## config.mk

```make
export PLATFORM = sky130hd
export DESIGN_NAME = legacy_text_to_codepoint_decoder
export DESIGN_NICKNAME = d
export VERILOG_FILES = /design/src/hdl/ltcd_pkg.sv /design/src/hdl/legacy_text_to_codepoint_decoder.sv
export VERILOG_INCLUDE_DIRS = /design/src /design/src/hdl
export SDC_FILE = /design/constraint.sdc
export NUM_CORES = 1
export LEC_CHECK = 0
export CAP_MARGIN = 30
export CORE_MARGIN = 2
export CORE_UTILIZATION = 55
export DETAILED_ROUTE_END_ITERATION = 12
export DONT_BUFFER_PORTS = 1
export GPL_TIMING_DRIVEN = 0
export MAX_ROUTING_LAYER = met4
export PLACE_DENSITY = 0.81
export SLEW_MARGIN = 20
export SYNTH_ARGS = -nofsm -noshare
export SYNTH_HDL_FRONTEND = slang
export SYNTH_SLANG_ARGS = --single-unit
export TNS_END_PERCENT = 10
```

## constraint.sdc

```tcl
create_clock -name clk -period 7.7 [get_ports clk]
set_clock_uncertainty 0.2 [all_clocks]
set_input_delay 0.385 -clock clk [delete_from_list [all_inputs] [get_ports clk]]
set_output_delay 0.385 -clock clk [all_outputs]
set_load 0.02 [all_outputs]
```

## src/hdl/legacy_text_to_codepoint_decoder_assert.svh

```systemverilog
// assertion macros shared by the decoder rtl
`ifndef LEGACY_TEXT_TO_CODEPOINT_DECODER_ASSERT_SVH
`define LEGACY_TEXT_TO_CODEPOINT_DECODER_ASSERT_SVH

`ifndef SYNTH

// same-cycle implication, disabled while reset is low
`define LTCD_ASSERT_IMP(label, clk, rst_n, ante, cons, msg) \
	label: assert property (@(posedge clk) disable iff (!(rst_n)) (ante) |-> (cons)) \
		else $error(msg);

// next-cycle implication, disabled while reset is low
`define LTCD_ASSERT_NXT(label, clk, rst_n, ante, cons, msg) \
	label: assert property (@(posedge clk) disable iff (!(rst_n)) (ante) |=> (cons)) \
		else $error(msg);

`else

`define LTCD_ASSERT_IMP(label, clk, rst_n, ante, cons, msg)
`define LTCD_ASSERT_NXT(label, clk, rst_n, ante, cons, msg)

`endif

`endif

```

## src/hdl/ltcd_pkg.sv

```systemverilog
`timescale 1ns / 1ps
`default_nettype none

package ltcd_pkg;

	// encoding mode codes
	localparam logic [1:0] MODE_UTF8     = 2'd0;
	localparam logic [1:0] MODE_LATIN1   = 2'd1;
	localparam logic [1:0] MODE_WIN1252  = 2'd2;
	localparam logic [1:0] MODE_MACROMAN = 2'd3;

	// special characters for newline handling
	localparam logic [20:0] CP_LF  = 21'h00000A;
	localparam logic [20:0] CP_FF  = 21'h00000C;
	localparam logic [20:0] CP_CR  = 21'h00000D;
	localparam logic [20:0] CP_NEL = 21'h000085;
	localparam logic [20:0] CP_LS  = 21'h002028;
	localparam logic [20:0] CP_PS  = 21'h002029;

	// windows code page, bytes 0x80..0x9f
	localparam logic [15:0] WIN1252_HI [32] = '{
		16'h20AC, 16'h0081, 16'h201A, 16'h0192, 16'h201E, 16'h2026, 16'h2020, 16'h2021,
		16'h02C6, 16'h2030, 16'h0160, 16'h2039, 16'h0152, 16'h008D, 16'h017D, 16'h008F,
		16'h0090, 16'h2018, 16'h2019, 16'h201C, 16'h201D, 16'h2022, 16'h2013, 16'h2014,
		16'h02DC, 16'h2122, 16'h0161, 16'h203A, 16'h0153, 16'h009D, 16'h017E, 16'h0178
	};

	// mac roman, bytes 0x80..0xff
	localparam logic [15:0] MACROMAN_HI [128] = '{
		16'h00C4, 16'h00C5, 16'h00C7, 16'h00C9, 16'h00D1, 16'h00D6, 16'h00DC, 16'h00E1,
		16'h00E0, 16'h00E2, 16'h00E4, 16'h00E3, 16'h00E5, 16'h00E7, 16'h00E9, 16'h00E8,
		16'h00EA, 16'h00EB, 16'h00ED, 16'h00EC, 16'h00EE, 16'h00EF, 16'h00F1, 16'h00F3,
		16'h00F2, 16'h00F4, 16'h00F6, 16'h00F5, 16'h00FA, 16'h00F9, 16'h00FB, 16'h00FC,
		16'h2020, 16'h00B0, 16'h00A2, 16'h00A3, 16'h00A7, 16'h2022, 16'h00B6, 16'h00DF,
		16'h00AE, 16'h00A9, 16'h2122, 16'h00B4, 16'h00A8, 16'h2260, 16'h00C6, 16'h00D8,
		16'h221E, 16'h00B1, 16'h2264, 16'h2265, 16'h00A5, 16'h00B5, 16'h2202, 16'h2211,
		16'h220F, 16'h03C0, 16'h222B, 16'h00AA, 16'h00BA, 16'h03A9, 16'h00E6, 16'h00F8,
		16'h00BF, 16'h00A1, 16'h00AC, 16'h221A, 16'h0192, 16'h2248, 16'h2206, 16'h00AB,
		16'h00BB, 16'h2026, 16'h00A0, 16'h00C0, 16'h00C3, 16'h00D5, 16'h0152, 16'h0153,
		16'h2013, 16'h2014, 16'h201C, 16'h201D, 16'h2018, 16'h2019, 16'h00F7, 16'h25CA,
		16'h00FF, 16'h0178, 16'h2044, 16'h20AC, 16'h2039, 16'h203A, 16'hFB01, 16'hFB02,
		16'h2021, 16'h00B7, 16'h201A, 16'h201E, 16'h2030, 16'h00C2, 16'h00CA, 16'h00C1,
		16'h00CB, 16'h00C8, 16'h00CD, 16'h00CE, 16'h00CF, 16'h00CC, 16'h00D3, 16'h00D4,
		16'hF8FF, 16'h00D2, 16'h00DA, 16'h00DB, 16'h00D9, 16'h0131, 16'h02C6, 16'h02DC,
		16'h00AF, 16'h02D8, 16'h02D9, 16'h02DA, 16'h00B8, 16'h02DD, 16'h02DB, 16'h02C7
	};

endpackage

`default_nettype wire

```

## src/hdl/legacy_text_to_codepoint_decoder.sv

```systemverilog
// Byte-stream text decoder. Each accepted item is one text byte plus a
// last-byte mark; each item gives exactly one result item: a 21-bit code
// point with a char_valid flag, the string's sticky UTF-8 error flag and a
// copy of the last-byte mark. Modes: 0 UTF-8, 1 ISO Latin-1,
// 2 Windows-1252, 3 MacRoman; the user must see that the mode register is
// written only while the block is idle, which the block does not enforce.
// CR becomes LF, an LF or NEL right after a CR is dropped, and NEL, FF,
// LS and PS become LF. All decoder state clears after the last byte of a
// string. Throughput is one byte per clock while out_ready is high. A byte
// passes through the input register, then the decode step that also
// updates the per-string state, and then the result register.
`timescale 1ns / 1ps
`default_nettype none

`include "legacy_text_to_codepoint_decoder_assert.svh"

module legacy_text_to_codepoint_decoder
	import ltcd_pkg::*;
(
	input  wire logic        clk,
	input  wire logic        arst_n,
	// configuration
	input  wire logic        cfg_wr_en,
	input  wire logic [1:0]  cfg_wr_data,
	// input channel
	input  wire logic        in_valid,
	output logic             in_ready,
	input  wire logic [7:0]  text_byte,
	input  wire logic        final_byte,
	// output channel
	output logic             out_valid,
	input  wire logic        out_ready,
	output logic [20:0]      code_point,
	output logic             char_valid,
	output logic             decode_error,
	output logic             string_end
);

	// mode register
	logic [1:0]  mode_q;

	// input register
	logic        valid_s1;
	logic [7:0]  byte_s1;
	logic        fin_s1;

	// per-string decoder state
	logic [20:0] partial_q;
	logic [1:0]  pend_q;
	logic        cr_q;
	logic        err_q;

	// result register
	logic        valid_s2;
	logic [20:0] cp_s2;
	logic        have_s2;
	logic        err_s2;
	logic        fin_s2;

	// decode step outputs
	logic [20:0] nxt_partial;
	logic [1:0]  nxt_pend;
	logic        nxt_cr;
	logic        nxt_err;
	logic [20:0] dec_cp;
	logic        dec_have;
	logic        do_lead;
	logic [20:0] cont_val;
	logic        adv;

	// handshake: s1 moves on when the result register is free or drained
	assign adv      = valid_s1 && (!valid_s2 || out_ready);
	assign in_ready = !valid_s1 || adv;

	// mode register
	always_ff @(posedge clk or negedge arst_n) begin
		if (!arst_n) begin
			mode_q <= MODE_UTF8;
		end else if (cfg_wr_en) begin
			mode_q <= cfg_wr_data;
		end
	end

	// input register
	always_ff @(posedge clk or negedge arst_n) begin
		if (!arst_n) begin
			valid_s1 <= 1'b0;
		end else if (in_ready) begin
			valid_s1 <= in_valid;
		end
	end

	always_ff @(posedge clk) begin
		if (in_valid && in_ready) begin
			byte_s1 <= text_byte;
			fin_s1  <= final_byte;
		end
	end

	// decode one byte against the current state
	always_comb begin
		nxt_partial = partial_q;
		nxt_pend    = pend_q;
		nxt_err     = err_q;
		nxt_cr      = cr_q;
		dec_cp      = '0;
		dec_have    = 1'b0;
		do_lead     = 1'b0;
		cont_val    = {partial_q[14:0], byte_s1[5:0]};

		if (mode_q == MODE_UTF8) begin
			// continuation or lead byte
			if (pend_q == 2'd0) begin
				do_lead = 1'b1;
			end else if (byte_s1[7:6] != 2'b10) begin
				nxt_err     = 1'b1;
				nxt_pend    = 2'd0;
				nxt_partial = '0;
				do_lead     = 1'b1;
			end else begin
				nxt_pend = pend_q - 2'd1;
				if (pend_q == 2'd1) begin
					dec_cp      = cont_val;
					dec_have    = 1'b1;
					nxt_partial = '0;
				end else begin
					nxt_partial = cont_val;
				end
			end

			if (do_lead) begin
				if (byte_s1 <= 8'h7F) begin
					dec_cp   = {13'd0, byte_s1};
					dec_have = 1'b1;
				end else if (byte_s1 <= 8'hC1) begin
					nxt_err = 1'b1;
				end else if (byte_s1 <= 8'hDF) begin
					nxt_partial = {16'd0, byte_s1[4:0]};
					nxt_pend    = 2'd1;
				end else if (byte_s1 <= 8'hEF) begin
					nxt_partial = {17'd0, byte_s1[3:0]};
					nxt_pend    = 2'd2;
				end else if (byte_s1 <= 8'hF4) begin
					nxt_partial = {18'd0, byte_s1[2:0]};
					nxt_pend    = 2'd3;
				end else begin
					nxt_err = 1'b1;
				end
			end
		end else begin
			// single-byte code pages
			nxt_pend    = 2'd0;
			nxt_partial = '0;
			dec_have    = 1'b1;
			if (!byte_s1[7] || mode_q == MODE_LATIN1) begin
				dec_cp = {13'd0, byte_s1};
			end else if (mode_q == MODE_WIN1252) begin
				if (byte_s1 < 8'hA0) begin
					dec_cp = {5'd0, WIN1252_HI[byte_s1[4:0]]};
				end else begin
					dec_cp = {13'd0, byte_s1};
				end
			end else begin
				dec_cp = {5'd0, MACROMAN_HI[byte_s1[6:0]]};
			end
		end

		// newline normalization
		if (dec_have) begin
			if (cr_q && (dec_cp == CP_LF || dec_cp == CP_NEL)) begin
				dec_have = 1'b0;
				dec_cp   = '0;
				nxt_cr   = 1'b0;
			end else if (dec_cp == CP_CR) begin
				dec_cp = CP_LF;
				nxt_cr = 1'b1;
			end else begin
				if (dec_cp inside {CP_NEL, CP_FF, CP_LS, CP_PS}) begin
					dec_cp = CP_LF;
				end
				nxt_cr = 1'b0;
			end
		end

		// sequence cut off at the end of the string
		if (fin_s1 && nxt_pend != 2'd0) begin
			nxt_err = 1'b1;
		end
	end

	// state update, cleared after the last byte
	always_ff @(posedge clk or negedge arst_n) begin
		if (!arst_n) begin
			partial_q <= '0;
			pend_q    <= 2'd0;
			cr_q      <= 1'b0;
			err_q     <= 1'b0;
		end else if (adv) begin
			if (fin_s1) begin
				partial_q <= '0;
				pend_q    <= 2'd0;
				cr_q      <= 1'b0;
				err_q     <= 1'b0;
			end else begin
				partial_q <= nxt_partial;
				pend_q    <= nxt_pend;
				cr_q      <= nxt_cr;
				err_q     <= nxt_err;
			end
		end
	end

	// result register
	always_ff @(posedge clk or negedge arst_n) begin
		if (!arst_n) begin
			valid_s2 <= 1'b0;
		end else if (adv) begin
			valid_s2 <= 1'b1;
		end else if (out_ready) begin
			valid_s2 <= 1'b0;
		end
	end

	always_ff @(posedge clk) begin
		if (adv) begin
			cp_s2   <= dec_cp;
			have_s2 <= dec_have;
			err_s2  <= nxt_err;
			fin_s2  <= fin_s1;
		end
	end

	assign out_valid    = valid_s2;
	assign code_point   = cp_s2;
	assign char_valid   = have_s2;
	assign decode_error = err_s2;
	assign string_end   = fin_s2;

	// checks
	`LTCD_ASSERT_IMP(a_no_char_zero, clk, arst_n, valid_s2 && !have_s2, cp_s2 == '0,
		"result without a character carries a nonzero code point")
	`LTCD_ASSERT_IMP(a_nl_normalized, clk, arst_n, valid_s2 && have_s2,
		cp_s2 != CP_CR && cp_s2 != CP_NEL && cp_s2 != CP_FF && cp_s2 != CP_LS
		&& cp_s2 != CP_PS, "newline character left unnormalized")
	`LTCD_ASSERT_NXT(a_state_clear, clk, arst_n, adv && fin_s1,
		pend_q == 2'd0 && !err_q && !cr_q && partial_q == '0,
		"decoder state not cleared after the last byte")
	`LTCD_ASSERT_NXT(a_accept_loads, clk, arst_n, in_valid && in_ready, valid_s1,
		"accepted item not held in the input register")

endmodule

`default_nettype wire
```

# Word level (Yosys, flattened, before mapping)
# Memories as Yosys holds them, arrays and structs flattened.
# Cells that the tools add are included.
word_totals:
  mem_bits_rw: 0
  output_inout_bits: 26
  romBits: 2560
  latch_bits: 0
  n_memories: 2
  reg_bits: 62
  inputBits: 16
  wordCells: 119
mem_list:
  columns: ["memory", "words", "width", "read_ports", "rd_clocked_by_memory_dff", "write_ports", "line_no", "text"]
  rows:
  - ["(no name shown)", 128, 16, 1, 0, 0, "legacy_text_to_codepoint_decoder.sv:164", "dec_cp = {5'd0, MACROMAN_HI[byte_s1[6:0]]};"]
  - ["(no name shown)", 32, 16, 1, 0, 0, "legacy_text_to_codepoint_decoder.sv:159", "dec_cp = {5'd0, WIN1252_HI[byte_s1[4:0]]};"]
classes:
  n_shift: 0
  reduce_logical: 18
  div_mod_pow: 0
  add_sub_neg: 1
  muxes: 65
  magnitude_cmp: 8
  n_eq_ne: 10
  mul: 0
  n_bitwise: 2
op_table:
  columns: ["cell", "n"]
  rows:
  - ["21-bit two-way mux", 23]
  - ["16-bit two-way mux", 5]
  - ["21-bit by 4-bit equality test with 1-bit output (second input constant)", 3]
  - ["21-bit by 14-bit equality test with 1-bit output (second input constant)", 2]
  - ["8-bit less-or-equal comparator (second input constant)", 4]
  - ["1-bit two-way mux", 27]
  - ["21-bit by 8-bit equality test with 1-bit output (second input constant)", 1]
  - ["2-bit two-way mux", 10]
  - ["8-bit >= comparator (second input constant)", 1]
  - ["8-bit by 7-bit less-or-equal comparator with 1-bit output (second input constant)", 1]
  - ["8-bit less-than comparator (second input constant)", 1]
  - ["7-bit inverter with 8-bit output", 1]
  - ["6-bit >= comparator (second input constant)", 1]
  - ["5-bit inverter with 6-bit output", 1]
  - ["2-bit nonzero test", 3]
  - ["2-bit by 1-bit equality test with 1-bit output (second input constant)", 2]
  - ["1-bit logical AND", 4]
  - ["2-bit zero test", 2]
  - ["1-bit logical OR", 4]
  - ["4-bit nonzero test", 1]
  - ["1-bit zero test", 3]
  - ["2-bit equality test (second input constant)", 1]
  - ["2-bit != test (second input constant)", 1]
  - ["2-bit AND reduction", 1]
  - ["2-bit by 1-bit subtractor with 2-bit output (second input constant)", 1]

# Depth between registers and ports, before layout
depth:
  word_depth: 14
  depth_mapped: 14
  mapped_depth_nobuf: 11

# Worst setup path before layout
# OpenSTA, ideal clock, no wires.
synth_timing:
  path_kind: "reg2reg"
  startpoint: "register byte_s1[1]"
  endpoint: "register cp_s2[1], in the netlist code_point[1], data pin"
  period_less_slack_ns: 4.185
  t_required_ns: 7.227
  path_stages_with_launch: 14
  setup_ns: 0.273
  path_buffers: 2
  path_slack_ns: 3.515
  t_arrival_ns: 3.712
  path_cell_list: "edfxtp_1 -> clkbuf_1 -> inv_1 -> ha_1 -> buf_2 -> nor2_1 -> or2_0 -> mux4_2 -> a221oi_1 -> o221a_2 -> or4b_4 -> nor4_4 -> a41o_1 -> a211oi_1"
synth_between:
  elab_chain_len: 14
  elab_cells_between_ends: 35
  classes_between: "order compare: 2; eq/ne: 6; mux: 20; bitwise: 2; reduce/logical: 3; memory: 2"
synth_lines:
  columns: ["element", "line_no", "text"]
  rows:
  - ["start, declared", "legacy_text_to_codepoint_decoder.sv:44", "logic [7:0] byte_s1;"]
  - ["start signal, assigned", "legacy_text_to_codepoint_decoder.sv:95", "byte_s1 <= text_byte;"]
  - ["branches (longest 13 deep; another with memory 128 x 16 bit)", null, null]
  - ["21-bit two-way mux (*)", "legacy_text_to_codepoint_decoder.sv:169", "if (dec_have) begin"]
  - ["via dec_cp[1]", "legacy_text_to_codepoint_decoder.sv:65", "logic [20:0] dec_cp;"]
  - ["end signal, assigned", "legacy_text_to_codepoint_decoder.sv:226", "cp_s2 <= dec_cp;"]
  - ["end, declared", "legacy_text_to_codepoint_decoder.sv:55", "logic [20:0] cp_s2;"]
# Mark *: on every way through the listed nets, which the timed path passes. The select of a mux whose other input is x is not followed.
# A chain may end at the register's enable or synchronous reset.

# Worst setup path after layout
layout_timing:
  startpoint: "register byte_s1[1]"
  endpoint: "register cp_s2[3], in the netlist code_point[3], data pin"
# The elaborated chain is that of the path after synthesis.

==> reports/metrics.yaml <==
critical_path:
  r2r-end: "code_point[3]"
  worstPathCellList: "clkbuf_1 -> inv_1 -> ha_1 -> buf_2 -> nor2_1 -> or2_0 -> mux4_2 -> a221oi_1 -> o221a_2 -> or4b_4 -> nor4_4 -> a41o_1 -> a221oi_2"
  r2r_slack_ns: 2.37
  worst-path-max-fanout: 11
  cp.buffers_inverters: 3
  rr_worst_depth: 13
  critPathTopFamily: "simple AND/OR/NAND/NOR gates"
  rr_startpoint: "byte_s1[1]"
  cp-end-kind: "flop"
  crit_type: "reg2reg"
  required_ns: 7.54
  path_depth: 13
  critical_path_arrival_ns: 5.17
  cpPeakStageDelay_ns: 0.61
  setup.worst_path.start_class: "flop"
  slowest_stage: "edfxtp_1"
clocking:
  cts_tree: "built"
  numCtsBuffers: 5
  post-cts-setup-buffers: 0
  cts.sinks: 56
  clock_latency_ns: 0.33
  clockRootBuffer: "clkbuf_8"
  cts_max_level: 2
  cts_hold_buf: 12
  clockBufferDepth: 2
  post_cts_resized: 0
  clk_pin_slew_ns: 0.10
pwr:
  p_comb_share_pct: 36.3
  power.internal_w: 0.0005060
  p_clk_share_pct: 19.9
  p_total_w: 0.0008429
  p_switching_w: 0.0003369
  ir_worst_vdd_mv: 0.1238
  power_frac_seq_pct: 43.8
  p_sw_share_pct: 39.97
  powerDensity_nw_per_um2: 154.3
  p_leak_nw: 2.075
hold_path:
  min_path_type: "in2reg"
  whs_path_depth: 2
  hold_end: "mode_q[0]"
  min-delay-start: "cfg_wr_data[0]"
sta:
  slew_violations: 0
  hold_viol: 1
  rsz0062_at_grt: "false"
  min_period_over_period_pct: 69.16
  fmax_mhz: 187.8
  finalCriticalPeriod_ns: 5.325
  timing.hold.ws_ns: -0.003564
  finalSetupTns_ns: 0
  setup-violations-final: 0
  tightest_slew_ns: 0.9335
  maxSlewHeadroom_pct: 37.29
synth:
  synthFlopType: "edfxtp_1"
  yosys-top-cells-area: "edfxtp_1 19%, dfrtp_1 11%, nand2_1 4.5%"
  synth_seq_area_share_pct: 30.78
  yosysWarnings: 0
  synth_top_area_share_pct: 19.47
  async_flop_share_pct: 41.07
  ys_ff_latch: 56
  synth_top_cell_by_area: "edfxtp_1"
  syn_area_per_cell_sq_um: 8.315
  synth-edff-count: 33
  syn_inst: 612
  synthDistinctLibCells: 73
  syn_area_sq_um: 5089
  synth_fp_nets: 644
final_layout:
  n_fill_cell: 829
  final_common_cell: "nand2_1"
  seq_area_sq_um: 1567
  final_cell_mix: "61 x nand2_1, 43 x o21ai_0, 39 x nor2_1, 39 x a21oi_1, 33 x edfxtp_1"
  multi_input_area_sq_um: 3176
  area_growth_pct: 7.352
  layout.nets: 665
  antenna_cells: 0
  drive_above_1_share_pct: 9.306
global_route:
  overflow: 0
  grt_pass1_wl_mm: 31.05
  grt_pass1_vias: 5480
  grt_max_degree: 28
  grt.total_usage_pct: 42.32
  antenna_found_initial: 0
routing:
  wirelength_mm: 20.77
  antenna_left: 0
  firstDrtPassIters: 10
  vias: 5880
  wire_per_inst_um: 27.88
  drc: 0
  vias_per_cell: 7.893
  drtIter0Drc: 1390
job:
  drv_cap: 0
floorplanning:
  die_height_um: 100.2
  ios: 42
  core_sq_um: 9109
  die_width_um: 100.2
  row_count: 35
  die_area_sq_um: 10040
  start_util_pct: 55.87
place:
  port_buffers: 0
  dp_hpwl_mm: 14.83
  gp_congestion: 1.144
outcome:
  status: "finished with violations"
  violations: "negative hold slack"
## how the worst max path moves through the flow
stage                          start             to  slack [ns]
after global placement    byte_s1[1]  code_point[1]        2.55
after detailed placement  byte_s1[1]  code_point[3]        2.58
after floorplan           byte_s1[1]  code_point[1]        3.52
final                     byte_s1[1]  code_point[3]        2.37
after global routing      byte_s1[1]     char_valid        2.26
after CTS                 byte_s1[1]  code_point[3]        2.58
## state kept, by name (all words and copies together), names as in the netlist, 2 cells and up
register    count
mode_q          2
pend_q          2
code_point     21
byte_s1         8
partial_q      15
## cell usage after synthesis, types with 5 or more instances
library cell  number
nand2_1           61
o21ai_0           43
a21oi_1           39
nor2_1            39
edfxtp_1          33
clkbuf_1          32
dfrtp_1           23
nand2b_1          20
nor2b_1           20
buf_2             19
inv_1             18
nor3_1            18
ha_1              16
o211ai_1          14
a211oi_1          13
a22o_1            13
and2_1            12
a31oi_1            8
a32oi_1            8
o22ai_1            8
a21o_1             7
a221oi_1           7
nand4_1            7
nand3_1            6
o31ai_1            6
a31o_2             5
and3_1             5
buf_1              5
mux2i_1            5
## through the flow
| step | setup slack [ns] | hold slack, ns | instance area (sq um) | utilization, % | instances |
|---|---|---|---|---|---|
| after detailed placement | 2.583 | -0.1102 | 5228 | 57.39 | 723 |
| after CTS | 2.580 | 0.001287 | 5443 | 59.75 | 743 |
| after global routing | 2.263 | 0.01733 | 5463 | 59.97 | 745 |
| after floorplan | 3.515 | -0.1106 | 5089 | - | 612 |
| after global placement | 2.547 | -0.1101 | 5228 | 57.39 | 723 |
| final | 2.375 | -0.003564 | 5463 | 59.97 | 745 |
## power groups by stage
stage          combinational, W  sequential [W]  clock (W)
2_1_floorplan          0.000191        0.000370          0
3_3_place_gp           0.000275        0.000375          0
3_5_place_dp           0.000272        0.000376          0
4_1_cts                0.000280        0.000369   0.000169
5_1_grt                0.000314        0.000372   0.000180
6_report               0.000306        0.000369   0.000168
## metal layers
layer | track usage, % | wire length, um | vias to the layer above
met5 | - | 0 | -
met1 | 52.90 | 7333 | 2639
met3 | 17.62 | 3588 | 216
met4 | 24.13 | 1785 | 0
li1 | - | - | 2373
met2 | 57.20 | 8065 | 652
## kinds of logic after synthesis
logic type      share of synthesized area [%]
buf+inv                                 6.811
flops                                   30.78
mux                                     4.156
xor+xnor                               0.1721
fa+ha+maj                               3.934
compound gates                          31.13
simple gates                            23.01
## area by class of cell
type                       count  area share [%]
buffer                        60           4.970
clock buffer                   5           1.260
clock inverter                 3          0.4810
inverter                      20           1.374
multi-input combinational    476           58.13
sequential                    56           28.68
tap                          111           2.542
timing repair buffer          14           2.565
Power figures use the tool's default switching activity.
